File: src/hdl/dpc1d_pkg.sv
// Package: constants, item types and control structs for the dilated 1-D convolution block
`timescale 1ns / 1ps
package dpc1d_pkg;

  localparam int MAX_IN_CH  = 16;
  localparam int MAX_OUT_CH = 16;
  localparam int MAX_TAPS   = 8;
  localparam int MAX_IN_LEN = 256;

  localparam int CH_W     = 4;
  localparam int TAP_W    = 3;
  localparam int POS_W    = 9;
  localparam int SAMPLE_W = 16;
  localparam int BIAS_W   = 32;
  localparam int RES_W    = 40;
  localparam int PROD_W   = 2 * SAMPLE_W;
  localparam int ACC_W    = RES_W + 1;

  localparam int NCH_W   = 5;
  localparam int NTAP_W  = 4;
  localparam int LEN_W   = 9;
  localparam int PAD_W   = 7;
  localparam int DIL_W   = 7;
  localparam int OLEN_W  = 11;
  localparam int TI_W    = 12;
  localparam int CFG_IDX_W  = 3;
  localparam int CFG_DATA_W = 9;

  localparam int OC_AW  = $clog2(MAX_OUT_CH);
  localparam int IC_AW  = $clog2(MAX_IN_CH);
  localparam int TAP_AW = $clog2(MAX_TAPS);
  localparam int LEN_AW = $clog2(MAX_IN_LEN);
  localparam int W_DEPTH = MAX_OUT_CH * MAX_IN_CH * MAX_TAPS;
  localparam int S_DEPTH = MAX_IN_CH * MAX_IN_LEN;

  typedef enum logic [1:0] {
    MODE_WEIGHT = 2'd0,
    MODE_BIAS   = 2'd1,
    MODE_SAMPLE = 2'd2,
    MODE_QUERY  = 2'd3
  } mode_e;

  typedef enum logic [CFG_IDX_W-1:0] {
    REG_IN_CH   = 3'd0,
    REG_OUT_CH  = 3'd1,
    REG_TAPS    = 3'd2,
    REG_IN_LEN  = 3'd3,
    REG_PAD     = 3'd4,
    REG_DIL     = 3'd5,
    REG_BIAS_EN = 3'd6
  } cfg_idx_e;

  typedef struct packed {
    mode_e                      mode;
    logic [CH_W-1:0]            out_channel;
    logic [CH_W-1:0]            in_channel;
    logic [TAP_W-1:0]           tap;
    logic [POS_W-1:0]           position;
    logic signed [SAMPLE_W-1:0] sample_or_weight;
    logic signed [BIAS_W-1:0]   bias_value;
  } in_item_t;

  typedef struct packed {
    logic [CH_W-1:0]         result_channel;
    logic [POS_W-1:0]        result_time;
    logic signed [RES_W-1:0] result_value;
    logic                    saturated;
    logic                    status;
  } out_item_t;

  typedef struct packed {
    logic [NCH_W-1:0]         n_in_ch;
    logic [NCH_W-1:0]         n_out_ch;
    logic [NTAP_W-1:0]        n_taps;
    logic [LEN_W-1:0]         n_len;
    logic [PAD_W-1:0]         pad;
    logic [DIL_W-1:0]         dil;
    logic                     bias_en;
    logic signed [OLEN_W-1:0] out_len;
  } cfg_t;

  typedef struct packed {
    logic              take;
    logic              start;
    logic              issue;
    logic              last_tap;
    logic [CH_W-1:0]   chan;
    logic [TAP_W-1:0]  tap;
    logic              finish;
  } cmd_t;

  typedef struct packed {
    logic query_bad;
    logic out_busy;
  } stat_t;

endpackage

File: src/hdl/dpc1d_ctrl.sv
// Controller: item intake, channel/tap sequencing, pipeline drain and result handoff
`timescale 1ns / 1ps
module dpc1d_ctrl (
  input  logic                clk_i,
  input  logic                rst_ni,
  input  logic                in_valid_i,
  input  dpc1d_pkg::mode_e    mode_i,
  input  dpc1d_pkg::cfg_t     cfg_i,
  input  dpc1d_pkg::stat_t    stat_i,
  output logic                in_stall_o,
  output dpc1d_pkg::cmd_t     cmd_o
);
  import dpc1d_pkg::*;

  typedef enum logic [1:0] {
    ST_IDLE,
    ST_RUN,
    ST_DRAIN,
    ST_DONE
  } state_e;

  // memory read and multiply stages between the last issue and a settled sum
  localparam int DRAIN_CYCLES = 2;
  localparam int DRN_W = (DRAIN_CYCLES > 1) ? $clog2(DRAIN_CYCLES) : 1;

  state_e            state_q;
  logic [CH_W-1:0]   c_q;
  logic [TAP_W-1:0]  k_q;
  logic [DRN_W-1:0]  drain_q;
  logic              last_chan;

  always_comb begin
    cmd_o          = '0;
    cmd_o.take     = in_valid_i && (state_q == ST_IDLE);
    cmd_o.start    = cmd_o.take && (mode_i == MODE_QUERY);
    cmd_o.issue    = (state_q == ST_RUN);
    cmd_o.last_tap = ({1'b0, k_q} == (cfg_i.n_taps - NTAP_W'(1)));
    cmd_o.chan     = c_q;
    cmd_o.tap      = k_q;
    cmd_o.finish   = (state_q == ST_DONE) && !stat_i.out_busy;
    last_chan      = ({1'b0, c_q} == (cfg_i.n_in_ch - NCH_W'(1)));
  end

  assign in_stall_o = (state_q != ST_IDLE);

  always_ff @(posedge clk_i or negedge rst_ni) begin
    if (!rst_ni) begin
      state_q <= ST_IDLE;
      c_q     <= '0;
      k_q     <= '0;
      drain_q <= '0;
    end else begin
      case (state_q)
        ST_IDLE: begin
          if (cmd_o.start) begin
            c_q     <= '0;
            k_q     <= '0;
            state_q <= stat_i.query_bad ? ST_DONE : ST_RUN;
          end
        end
        ST_RUN: begin
          if (cmd_o.last_tap) begin
            k_q <= '0;
            if (last_chan) begin
              drain_q <= DRN_W'(DRAIN_CYCLES - 1);
              state_q <= ST_DRAIN;
            end else begin
              c_q <= c_q + CH_W'(1);
            end
          end else begin
            k_q <= k_q + TAP_W'(1);
          end
        end
        ST_DRAIN: begin
          if (drain_q == '0) begin
            state_q <= ST_DONE;
          end else begin
            drain_q <= drain_q - DRN_W'(1);
          end
        end
        ST_DONE: begin
          if (!stat_i.out_busy) begin
            state_q <= ST_IDLE;
          end
        end
        default: state_q <= ST_IDLE;
      endcase
    end
  end

endmodule

File: config.mk
export PLATFORM = sky130hd
export DESIGN_NAME = dpc1d_ctrl
export DESIGN_NICKNAME = d
export VERILOG_FILES = /design/src/hdl/dpc1d_pkg.sv /design/src/hdl/dpc1d_ctrl.sv
export SDC_FILE = /design/constraint.sdc
export NUM_CORES = 1
export LEC_CHECK = 0
export BUFFER_PORTS_ARGS = -buffer_cell sky130_fd_sc_hd__buf_2
export CAP_MARGIN = 20
export CORE_ASPECT_RATIO = 1.1
export CORE_MARGIN = 1
export CORE_UTILIZATION = 35
export CTS_CLUSTER_DIAMETER = 200
export DETAILED_ROUTE_END_ITERATION = 8
export PLACE_DENSITY_LB_ADDON = 0.2
export RECOVER_POWER = 25
export SLEW_MARGIN = 20
export SYNTH_ARGS = -nofsm -noshare
export SYNTH_HDL_FRONTEND = slang
export SYNTH_SLANG_ARGS = --single-unit
File: constraint.sdc
create_clock -name clk_i -period 1.8 [get_ports clk_i]
set_input_delay 0.18 -clock clk_i [delete_from_list [all_inputs] [get_ports clk_i]]
set_output_delay 0.18 -clock clk_i [all_outputs]
set_load 0.03 [all_outputs]
# After elaboration in Yosys (flattened, before gate mapping)
# Index checks and enable logic that the tools add are counted.
# Widths: inputs -> output; s select.
# totals
register_bits	10
wordCells	51
inputBits	56
out_inout_bits	13
# classes
reduce_logical	12
mux	18
n_addsub	5
eq_ne	12
# ops
op	count
$mux 2	6
$mux 4	3
$ne 2x2->1 const B	5
$pmux 2 s4	1
$pmux 4 s2	1
$eq 2x2->1 const B	3
$mux 3	2
$pmux 3 s2	1
$reduce_bool 2->1	3
$eq 4x5->1	1
$reduce_and 5->1	1
$sub 5x1->5 const B	1
$add 4x1->4 const B	1
$eq 3x4->1	1
$reduce_and 4->1	1
$sub 4x1->4 const B	1
$add 3x1->3 const B	1
$logic_and 1x1->1	3
$mux 1	3
$reduce_and 3->1	1
$eq 2x1->1 const B	1
$logic_not 2->1	1
$ne 2x1->1 const B	1
$pmux 1 s2	1
other kinds (3)	3

# Longest topological paths before layout
# logic_depth
word_depth	5
depth_mapped	8
mapped_depth_nobuf	7

# Worst setup path after synthesis
# OpenSTA, ideal clock, no wires.
# synth_timing
path_kind	flip-flop to flip-flop
start	register c_q[2]
end	register drain_q
arrival_time_ns	1.868
path_slack_ns	-0.195
setup_time_ns	0.126
period_less_slack_ns	1.995
stages_incl_launch_ff	7
required_time_ns	1.674
path_buffers	1
path_cell_list	dfrtp_1 nor4bb_1 a22oi_1 a2111oi_4 buf_6 nand3_2 a311o_1
# synth_between
elab_chain_cells	3
# synth_rtl
element	line_no	text
from (decl)	dpc1d_ctrl.sv:27	logic [CH_W-1:0] c_q;
from (signal assigned)	dpc1d_ctrl.sv:68	c_q <= c_q + CH_W'(1);
$eq 4x5->1	dpc1d_ctrl.sv:41	last_chan = ({1'b0, c_q} == (cfg_i.n_in_ch - NCH_W'(1)));
$ne 2x1->1 (no line)	--	
$reduce_and 3->1 (no line)	--	
to (signal assigned)	dpc1d_ctrl.sv:65	drain_q <= DRN_W'(DRAIN_CYCLES - 1);
to (signal assigned)	dpc1d_ctrl.sv:78	drain_q <= drain_q - DRN_W'(1);
to (decl)	dpc1d_ctrl.sv:29	logic [DRN_W-1:0] drain_q;
# Every way passes these cells.
# A chain may end at the register's enable or synchronous reset.

# Final worst setup path
# Same ends and word-level chain as after synthesis.

==> flow_summary.yaml <==
outcome:
  status: "finished clean"
logic_synthesis:
  async_flop_share: 1.000
  synth_seq_cells: 10
  yosysSeqAreaShare: 0.2801
  synth.yosys.warnings: 0
  synth_edf_count: 0
  synth.avg_cell_area_sq_um: 9.404
  syn-num-nets: 159
  ys.flop_type: "dfrtp_1"
  syn-instance-count: 95
  syn_area_sq_um: 893.4
  synth_cell_types: 36
global_route:
  grt_max_degree: 11
  grtUsageTotal: 0.1758
  grt_pass1_wl_um: 3498
  antenna_found_initial: 0
  globalRouteOverflowTotal: 0
  grt_pass1_vias: 838
clocking:
  cts_max_level: 1
  cts_tree: "yes"
  clk_path_buf_depth: 2
  cts_buffers: 3
  clk_pin_slew_ns: 0.07
  clkLatencyLatePin_ns: 0.27
  root_buffer: "clkbuf_4"
  clock_sinks: 10
pwr:
  ir_drop_mv: 0.8869
  p_per_area_nw_per_um2: 1402
  cellLeakagePower_nw: 0.7019
final_layout:
  final_util: 0.6375
  nets: 218
  drive_gt1_frac: 0.5621
  syn_to_final_growth_pct: 65.55
  final_cells: 183
  diodes: 0
setup_path:
  critPathRequiredTime_ns: 1.95
  crit_path_end_kind: "register"
  critPathSlowestCell: "dfrtp_2"
  max_stage_delay_ns: 0.39
  cp_max_fo: 4
  path_cells: "inv_2 -> a211o_1 -> a2111oi_4 -> buf_4 -> nand3_2 -> a311o_1"
  critPathLaunchType: "register"
  worstSetupPathType: "reg -> reg"
  cp.arrival_ns: 1.93
timing:
  worstMarginPinSlew_ns: 0.6129
  setup_tns_ns: 0
  slew_viol_final: 0
  hold_viol: 0
  fmaxAchievable_mhz: 561.5
  skew_ns: 0.001101
  rsz0062_at_grt: "yes"
  period_minus_slack_ns: 1.781
  fin_crit_sh: 0.9894
  setup_viol: 0
  slew-limit-headroom: 0.5884
  fin_ws_ns: 0.01912
floorplan:
  io_pins: 69
  die_y_um: 54.99
  rows: 18
  start_util: 0.3851
  die-width_um: 50.17
  coreArea_sq_um: 2320
  die_area_sq_um: 2759
place:
  dpl_worst_slack_ns: -0.2491
  place_inst: 168
  globalplace.congestion: 0.8079
  portBuffers: 28
  dpl.hpwl_um: 1767
flow_run:
  maxCapViolations: 0
route:
  vias_per_cell: 5.109
  drc: 0
  drt_iter0_markers: 13
  wl_um: 2344
  ant_nets: 0
  first_pass_iters: 6
  dr_total_vias: 935
  wire_per_inst_um: 12.81
hold_path:
  hold_class: "in -> reg"
[through the flow]
| stage | instance area, sq um | hold slack, ns | total power [mW] |
|---|---|---|---|
| 6_report | 1479 | 0.2135 | 2.073 |
| 5_1_grt | 1479 | 0.2429 | 2.221 |
| 4_1_cts | 1343 | 0.2133 | 1.929 |
| 3_5_place_dp | 1244 | 0.06009 | 1.663 |
| 3_3_place_gp | 1244 | 0.05877 | 1.623 |
| 2_1_floorplan | 957.2 | -0.1156 | 1.269 |
[repair_timing]
action,4_1_cts,5_1_grt
setup endpoints to repair,6,6
endpoints found under the hold margin,10,0
pin swaps,4,5
resized for setup,8,11
setup buffers,1,9
hold buffers,1,0
[registers in the layout (all words and copies together) (netlist names)]
signal   count
state_q      2
c_q          4
drain_q      1
k_q          3
[final timing paths]
kind,slack (ns),startpoint,to,depth (start not counted)
setup / recovery,0.02,c_q[2],drain_q,6
hold / removal,0.21,stat_i[1],state_q[1],3
setup reg to reg,0.02,c_q[2],drain_q,6
hold reg to reg,0.54,k_q[0],k_q[0],1
max in group asynchronous,0.98,rst_ni,c_q[3],2
min in group asynchronous,0.41,rst_ni,state_q[0],2
[placed cells by master, fill, tap and decap left out, types with 2 or more instances in the layout]
cell and count:
nor2b_1 3, nand2_1 6, xnor2_1 7, nor3_1 2, a211oi_2 2, dfrtp_1 7
nor3_4 2, mux2i_1 4, buf_4 29, ha_4 3, nor2_1 4, dfrtp_2 3
nor4bb_4 2, inv_1 7, a211o_1 3, nand3_1 2, buf_2 26, ha_1 5
nand3b_1 2, a32o_1 3, clkbuf_4 3, inv_2 4
[metal layers]
layer / track usage / part of all wire / up-vias
met5: 0 / 0 / -
met1: 0.1805 / 0.41 / 448
met4: 0.1000 / 0.019 / 0
met3: 0.02459 / 0.028 / 4
met2: 0.3467 / 0.54 / 17
li1: - / - / 466
[logic make-up after synthesis]
kind of cell | synth area share
AO/OA/AOI/OAI | 0.2003
XOR/XNOR | 0.1050
adder cells (fa/ha/maj) | 0.1120
buffers and inverters | 0.07282
flip-flops | 0.2801
multiplexers | 0.04482
AND/OR/NAND/NOR | 0.1849
[Yosys cell counts, drive strengths merged, types with 2 or more instances]
| cell type | number | area share |
|---|---|---|
| a211o | 3 | 0.029 |
| a211oi | 2 | 0.017 |
| a32o | 3 | 0.034 |
| buf | 2 | 0.018 |
| dfrtp | 10 | 0.28 |
| ha | 8 | 0.11 |
| inv | 12 | 0.050 |
| mux2i | 4 | 0.045 |
| nand2 | 7 | 0.029 |
| nand3 | 3 | 0.022 |
| nand3b | 2 | 0.017 |
| nor2 | 4 | 0.017 |
| nor2b | 3 | 0.021 |
| nor3 | 4 | 0.028 |
| nor4 | 2 | 0.014 |
| nor4bb | 2 | 0.022 |
| o21ai | 2 | 0.011 |
| xnor2 | 8 | 0.078 |
[layout make-up]
type	count	area, sq um
repair buffers	57	361.6
fillers	198	840.8
flip-flops and latches	10	254.0
well taps	30	37.54
clock buffers	4	36.28
inverters	12	48.80
multi-input cells	70	740.7
[critical path, delay by kind of cell, from the launching register on]
family	cells	cell delay, ns
flip-flops	1	0.39
AND/OR/NAND/NOR	1	0.06
buffers and inverters	2	0.26
AO/OA/AOI/OAI	3	0.95
[where the power goes]
part | switching, mW | internal, mW | total (mW)
combinational | 0.803 | 0.657 | 1.46
clock | 0.0844 | 0.123 | 0.207
sequential | 0.0856 | 0.320 | 0.405
(Power assumes the default switching activity.)
