[config.mk]
export PLATFORM = sky130hd
export DESIGN_NAME = dpc1d_cfg
export DESIGN_NICKNAME = d
export VERILOG_FILES = /design/src/hdl/dpc1d_pkg.sv /design/src/hdl/dpc1d_cfg.sv
export SDC_FILE = /design/constraint.sdc
export NUM_CORES = 1
export LEC_CHECK = 0
export BUFFER_PORTS_ARGS = -buffer_cell sky130_fd_sc_hd__buf_2
export CORE_MARGIN = 2
export CORE_UTILIZATION = 55
export DETAILED_ROUTE_END_ITERATION = 6
export PLACE_DENSITY = 0.8
export SLEW_MARGIN = 20
export SYNTH_ARGS = -nofsm -noshare
export SYNTH_HDL_FRONTEND = slang
export SYNTH_SLANG_ARGS = --single-unit
[constraint.sdc]
create_clock -name clk_i -period 15 [get_ports clk_i]
set_input_delay 4.5 -clock clk_i [delete_from_list [all_inputs] [get_ports clk_i]]
set_output_delay 4.5 -clock clk_i [all_outputs]
set_load 0.05 [all_outputs]
[src/hdl/dpc1d_pkg.sv]
// Package: constants, item types and control structs for the dilated 1-D convolution block
`timescale 1ns / 1ps
package dpc1d_pkg;

  localparam int MAX_IN_CH  = 16;
  localparam int MAX_OUT_CH = 16;
  localparam int MAX_TAPS   = 8;
  localparam int MAX_IN_LEN = 256;

  localparam int CH_W     = 4;
  localparam int TAP_W    = 3;
  localparam int POS_W    = 9;
  localparam int SAMPLE_W = 16;
  localparam int BIAS_W   = 32;
  localparam int RES_W    = 40;
  localparam int PROD_W   = 2 * SAMPLE_W;
  localparam int ACC_W    = RES_W + 1;

  localparam int NCH_W   = 5;
  localparam int NTAP_W  = 4;
  localparam int LEN_W   = 9;
  localparam int PAD_W   = 7;
  localparam int DIL_W   = 7;
  localparam int OLEN_W  = 11;
  localparam int TI_W    = 12;
  localparam int CFG_IDX_W  = 3;
  localparam int CFG_DATA_W = 9;

  localparam int OC_AW  = $clog2(MAX_OUT_CH);
  localparam int IC_AW  = $clog2(MAX_IN_CH);
  localparam int TAP_AW = $clog2(MAX_TAPS);
  localparam int LEN_AW = $clog2(MAX_IN_LEN);
  localparam int W_DEPTH = MAX_OUT_CH * MAX_IN_CH * MAX_TAPS;
  localparam int S_DEPTH = MAX_IN_CH * MAX_IN_LEN;

  typedef enum logic [1:0] {
    MODE_WEIGHT = 2'd0,
    MODE_BIAS   = 2'd1,
    MODE_SAMPLE = 2'd2,
    MODE_QUERY  = 2'd3
  } mode_e;

  typedef enum logic [CFG_IDX_W-1:0] {
    REG_IN_CH   = 3'd0,
    REG_OUT_CH  = 3'd1,
    REG_TAPS    = 3'd2,
    REG_IN_LEN  = 3'd3,
    REG_PAD     = 3'd4,
    REG_DIL     = 3'd5,
    REG_BIAS_EN = 3'd6
  } cfg_idx_e;

  typedef struct packed {
    mode_e                      mode;
    logic [CH_W-1:0]            out_channel;
    logic [CH_W-1:0]            in_channel;
    logic [TAP_W-1:0]           tap;
    logic [POS_W-1:0]           position;
    logic signed [SAMPLE_W-1:0] sample_or_weight;
    logic signed [BIAS_W-1:0]   bias_value;
  } in_item_t;

  typedef struct packed {
    logic [CH_W-1:0]         result_channel;
    logic [POS_W-1:0]        result_time;
    logic signed [RES_W-1:0] result_value;
    logic                    saturated;
    logic                    status;
  } out_item_t;

  typedef struct packed {
    logic [NCH_W-1:0]         n_in_ch;
    logic [NCH_W-1:0]         n_out_ch;
    logic [NTAP_W-1:0]        n_taps;
    logic [LEN_W-1:0]         n_len;
    logic [PAD_W-1:0]         pad;
    logic [DIL_W-1:0]         dil;
    logic                     bias_en;
    logic signed [OLEN_W-1:0] out_len;
  } cfg_t;

  typedef struct packed {
    logic              take;
    logic              start;
    logic              issue;
    logic              last_tap;
    logic [CH_W-1:0]   chan;
    logic [TAP_W-1:0]  tap;
    logic              finish;
  } cmd_t;

  typedef struct packed {
    logic query_bad;
    logic out_busy;
  } stat_t;

endpackage

[src/hdl/dpc1d_cfg.sv]
// Configuration registers with range clamping and output length
`timescale 1ns / 1ps
module dpc1d_cfg (
  input  logic                               clk_i,
  input  logic                               rst_ni,
  input  logic                               cfg_we_i,
  input  logic [dpc1d_pkg::CFG_IDX_W-1:0]    cfg_idx_i,
  input  logic [dpc1d_pkg::CFG_DATA_W-1:0]   cfg_data_i,
  output dpc1d_pkg::cfg_t                    cfg_o
);
  import dpc1d_pkg::*;

  logic [NCH_W-1:0]  in_ch_q, out_ch_q;
  logic [NTAP_W-1:0] taps_q;
  logic [LEN_W-1:0]  len_q;
  logic [PAD_W-1:0]  pad_q;
  logic [DIL_W-1:0]  dil_q;
  logic              bias_en_q;

  logic [9:0] span;
  logic [9:0] reach;

  always_ff @(posedge clk_i or negedge rst_ni) begin
    if (!rst_ni) begin
      in_ch_q   <= NCH_W'(1);
      out_ch_q  <= NCH_W'(1);
      taps_q    <= NTAP_W'(1);
      len_q     <= LEN_W'(1);
      pad_q     <= '0;
      dil_q     <= DIL_W'(1);
      bias_en_q <= 1'b0;
    end else if (cfg_we_i) begin
      case (cfg_idx_e'(cfg_idx_i))
        REG_IN_CH:   in_ch_q   <= cfg_data_i[NCH_W-1:0];
        REG_OUT_CH:  out_ch_q  <= cfg_data_i[NCH_W-1:0];
        REG_TAPS:    taps_q    <= cfg_data_i[NTAP_W-1:0];
        REG_IN_LEN:  len_q     <= cfg_data_i[LEN_W-1:0];
        REG_PAD:     pad_q     <= cfg_data_i[PAD_W-1:0];
        REG_DIL:     dil_q     <= cfg_data_i[DIL_W-1:0];
        REG_BIAS_EN: bias_en_q <= cfg_data_i[0];
        default: ;
      endcase
    end
  end

  always_comb begin
    cfg_o = '0;
    cfg_o.n_in_ch  = (in_ch_q == '0) ? NCH_W'(1) :
                     (in_ch_q > NCH_W'(MAX_IN_CH)) ? NCH_W'(MAX_IN_CH) : in_ch_q;
    cfg_o.n_out_ch = (out_ch_q == '0) ? NCH_W'(1) :
                     (out_ch_q > NCH_W'(MAX_OUT_CH)) ? NCH_W'(MAX_OUT_CH) : out_ch_q;
    cfg_o.n_taps   = (taps_q == '0) ? NTAP_W'(1) :
                     (taps_q > NTAP_W'(MAX_TAPS)) ? NTAP_W'(MAX_TAPS) : taps_q;
    cfg_o.n_len    = (len_q == '0) ? LEN_W'(1) :
                     (len_q > LEN_W'(MAX_IN_LEN)) ? LEN_W'(MAX_IN_LEN) : len_q;
    cfg_o.pad      = pad_q;
    cfg_o.dil      = (dil_q == '0) ? DIL_W'(1) : dil_q;
    cfg_o.bias_en  = bias_en_q;
    span  = 10'(cfg_o.dil) * 10'(cfg_o.n_taps - NTAP_W'(1));
    reach = 10'(cfg_o.n_len) + {2'b00, pad_q, 1'b0};
    cfg_o.out_len  = $signed({1'b0, reach}) - $signed({1'b0, span});
  end

endmodule

# Word-level counts from Yosys, hierarchy flattened
# Index checks and enable logic that the tools add are counted.
word_totals:
  register_bits: 38
  in_bits: 15
  out_inout_bits: 49
classes:
  addsub: 3
  n_mul: 1
  n_lt_le_gt_ge: 4
  eq_ne: 6
  mux: 9
  reduce_logical: 13
op_table:
  columns: ["cell", "count"]
  rows:
  - ["$mux W5", 4]
  - ["$mux W9", 2]
  - ["$reduce_and A2 Y1", 7]
  - ["$sub A10 B10 Y11", 1]
  - ["$add A9 B8 Y10", 1]
  - ["$gt A5 B5 Y1 const B", 2]
  - ["$logic_not A5 Y1", 2]
  - ["$mul A8 B5 Y10", 1]
  - ["$eq A3 B3 Y1 const B", 3]
  - ["$gt A9 B9 Y1 const B", 1]
  - ["$logic_not A9 Y1", 1]
  - ["$mux W4", 2]
  - ["$logic_not A7 Y1", 1]
  - ["$mux W7", 1]
  - ["$eq A3 B2 Y1 const B", 2]
  - ["$sub A4 B1 Y5 const B", 1]
  - ["$gt A4 B4 Y1 const B", 1]
  - ["$logic_not A4 Y1", 1]
  - ["$eq A3 B1 Y1 const B", 1]
  - ["$logic_not A3 Y1", 1]

# Depth between registers and ports, before layout
logic_depth:
  ltp_word: 6
  depth_mapped: 23
  ltp_nobuf: 23

# Worst setup path after synthesis
# Ideal clock, no wire load.
synth_timing:
  kind: "reg-to-output"
  from: "register taps_q[0]"
  to: "output port cfg_o[9] (netlist bit)"
  arrival_time_ps: 6975
  t_required_ps: 10500
  slack_ps: 3525
  stages_incl_launch_ff: 22
  n_path_buf: 0
  cell_sequence: "dfstp_2 nor2_1 nor2_1 inv_1 ha_1 xnor2_1 nand2b_1 fa_1 fa_1 fa_1 inv_1 ha_1 a21oi_1 nor2b_1 nor2_1 xor2_1 fa_1 ha_1 and3_1 o21ai_0 nand2_1 o311ai_1"
synth_rtl:
  columns: ["item", "line_no", "rtl"]
  rows:
  - ["start, declared", "dpc1d_cfg.sv:14", "logic [NTAP_W-1:0] taps_q;"]
  - ["start signal, assigned", "dpc1d_cfg.sv:36", "REG_TAPS: taps_q <= cfg_data_i[NTAP_W-1:0];"]
  - ["end, declared", "dpc1d_cfg.sv:9", "output dpc1d_pkg::cfg_t cfg_o"]

==> results.cfg <==
[die]
std_cell_rows = 28
die-area_um2 = 6580
coreArea_um2 = 5850
io_pins = 64
chipHeight_um = 81.1
dieWidth_um = 81.1
initial_core_util_pct = 55.9

[run_status]
run_status = finished, final reports clean

[timing]
final-setup-viol-count = 0
fin_setup_tns_ps = 0
post_route_clock_period_utilization_pct = 72.7
fin_skew_ps = 0
max_freq_ghz = 0.0917
finalCriticalPeriod_ps = 10910
tightest_slew_ps = 827
relSlewSlack_pct = 44.9
rsz_0062_raised_after_global_routing = false
max_slew_vio_count = 0
final_hold_viol_count = 0

[setup_path]
worstRegToRegCells = 1
critical_path.endpoint = cfg_o[10]
r2r_end = len_q[8]
worstSetupEndpointType = output port
critPathLaunch = taps_q[0]
worstPathArrival_ps = 6410
worst_ep_required_time_ps = 10500
timing.critical_path.from_type = flip-flop
timing.reg2reg.setup_slack_ps = 14070
critical_path_class = flip-flop to output port
worst_r2r_startpoint = len_q[8]
worstPathMaxFanout = 9

[clock_tree]
cts_buffer_depth = 2
numClockSinks = 38
post_cts.repair.setup_buffers = 0
cts.reportedPaths.clkPinSlew_ps = 70
clock_latency_ps = 290
cts.root.buffer_cell = sky130_fd_sc_hd__clkbuf_8
cts-buffers-inserted = 5
post_cts_hold_buffer_count = 0
tritoncts = yes
post_cts.resized_instances = 0
htree_num_levels = 2

[route]
wl_mm = 6.40
met2_wirelength_mm = 3.20
routed-via-count = 2342
top_signal_layer_used = met4
drt-vias-per-instance = 5.04
drc_errors = 0
route.met3.wl_um = 256
dr.first_iter.drc_count = 48
post_route_antenna_net_violation_count = 0
first_pass_iters = 4
wl_met1_mm = 2.86
post_drt_wl_per_cell_um = 13.8

[worst_hold_path]
hold_path_class = flip-flop to flip-flop

[yosys]
sequential_element_share_of_the_synthesized_area_pct = 29.2
yosysTopAreaCell = sky130_fd_sc_hd__dfrtp_1
synth.cell_area_um2 = 3270
synth_flop_cell = sky130_fd_sc_hd__dfrtp_1
yosys_warnings = 0
ys_ff_latch = 38
synth_cells = 322
asyncSetResetFlopFracSynth_pct = 100
synth_enable_flop_cells = 0
synth.most_common_cell = sky130_fd_sc_hd__inv_1
synth.cells.most_frequent = sky130_fd_sc_hd__inv_1, sky130_fd_sc_hd__mux2_2, sky130_fd_sc_hd__dfrtp_1, sky130_fd_sc_hd__nor2b_1, sky130_fd_sc_hd__ha_1
ys_types = 39
synthDominantCellAreaShare_pct = 25.2
synth_area_leaders = sky130_fd_sc_hd__dfrtp_1, sky130_fd_sc_hd__fa_1, sky130_fd_sc_hd__mux2_2
syn-mean-instance-area_um2 = 10.2

[global_route]
grt_pass1_wl_mm = 10.8
antenna_found_initial = 0
maximum_number_of_pins_on_one_net_before_global_route_repair = 39
grt_util_all_layers_pct = 21.2
grt_overflow = 0
first_global_vias = 2368

[run]
maxCapViolations = 0

[placement]
place_congestion = 0.876
place_hpwl_mm = 5.32
i_o_buffers = 63
placed_cells_incl_taps = 457
placed_cell_area_um2 = 3660

[cells_and_area]
insertedDiodeCount = 0
drive_gt1_share_pct = 30.3
final-instance-count-excl-fill = 465
layout.cell_area.non_filler_um2 = 3760
layout_overhead_on_the_synthesized_area_pct = 15.0
layout.nets = 457
[layout by cell type, fill, tap and decap left out, types with 9 or more instances in the layout]
master                    instances
sky130_fd_sc_hd__a21oi_1          9
sky130_fd_sc_hd__buf_2           63
sky130_fd_sc_hd__conb_1          12
sky130_fd_sc_hd__dfrtp_1         33
sky130_fd_sc_hd__fa_1            24
sky130_fd_sc_hd__ha_1            29
sky130_fd_sc_hd__inv_1           55
sky130_fd_sc_hd__mux2_2          34
sky130_fd_sc_hd__nand2_1         10
sky130_fd_sc_hd__nor2_1          14
sky130_fd_sc_hd__nor2b_1         32
sky130_fd_sc_hd__o21ai_0         10
[state kept, by name, indices dropped and copies added, names as in the netlist]
signal / cells
taps_q: 4
pad_q: 7
bias_en_q: 1
dil_q: 7
len_q: 9
out_ch_q: 5
in_ch_q: 5
[worst min-delay path by stage]
stage / start / end / slack (ps) / cells after the start
after floorplan: bias_en_q / bias_en_q / 480 / 1
after global placement: bias_en_q / bias_en_q / 490 / 1
after detailed placement: bias_en_q / bias_en_q / 500 / 1
after CTS: bias_en_q / bias_en_q / 510 / 1
after global routing: bias_en_q / bias_en_q / 530 / 1
final: bias_en_q / bias_en_q / 510 / 1
[per-stage QoR]
stage | hold slack, ps | setup slack [ps] | utilization, %
after floorplan | 481 | 3520 | -
after global placement | 487 | 4600 | 62.6
after detailed placement | 495 | 4410 | 62.6
after CTS | 512 | 4070 | 64.3
after global routing | 530 | 3660 | 64.3
final | 511 | 4090 | 64.3
[per-layer routing]
layer	vias up	GRT usage, %
met1	1116	27.8
met3	9	3.22
met4	0	5.42
met5	-	0
li1	1166	-
met2	51	36.9
[critical path, cell delays in order, from the launching register on]
cell and delay [ps]:
sky130_fd_sc_hd__dfstp_2 530, sky130_fd_sc_hd__nor2_1 40, sky130_fd_sc_hd__nor2_1 400, sky130_fd_sc_hd__inv_1 100, sky130_fd_sc_hd__ha_1 220, sky130_fd_sc_hd__xnor2_1 220, sky130_fd_sc_hd__nand2b_1 210, sky130_fd_sc_hd__fa_1 470
sky130_fd_sc_hd__fa_1 520, sky130_fd_sc_hd__fa_1 540, sky130_fd_sc_hd__inv_1 70, sky130_fd_sc_hd__fa_1 480, sky130_fd_sc_hd__a21o_1 200, sky130_fd_sc_hd__a21oi_1 170, sky130_fd_sc_hd__xor2_1 190, sky130_fd_sc_hd__fa_1 440
sky130_fd_sc_hd__ha_1 350, sky130_fd_sc_hd__o21ai_0 90, sky130_fd_sc_hd__nor2_1 60, sky130_fd_sc_hd__a311oi_1 380, sky130_fd_sc_hd__o21a_1 180, sky130_fd_sc_hd__buf_2 250
[layout make-up]
class,count,area [um2]
Timing Repair Buffer,63,315
Sequential cell,38,957
Multi-Input combinational cell,226,2100
Fill cell,484,2090
Tap cell,75,93.8
Inverter,55,206
Clock buffer,6,82.6
Clock inverter,2,12.5
[logic make-up (layout without fill, tap and decap cells)]
group,after synthesis,after routing,synth area share [%]
muxes,34,34,11.7
adders and majority gates,53,53,25.8
xor gates and xnor gates,13,13,3.48
AOI/OAI and AO/OA,33,33,6.31
other,2,12,0.229
buffers and inverters,68,126,7.99
DFF,38,38,29.2
and+or+nand+nor,81,81,15.3
Power is left out: the tool's default activity adds up to more than one toggle a clock period on the data nets, which glitch-free logic cannot reach.
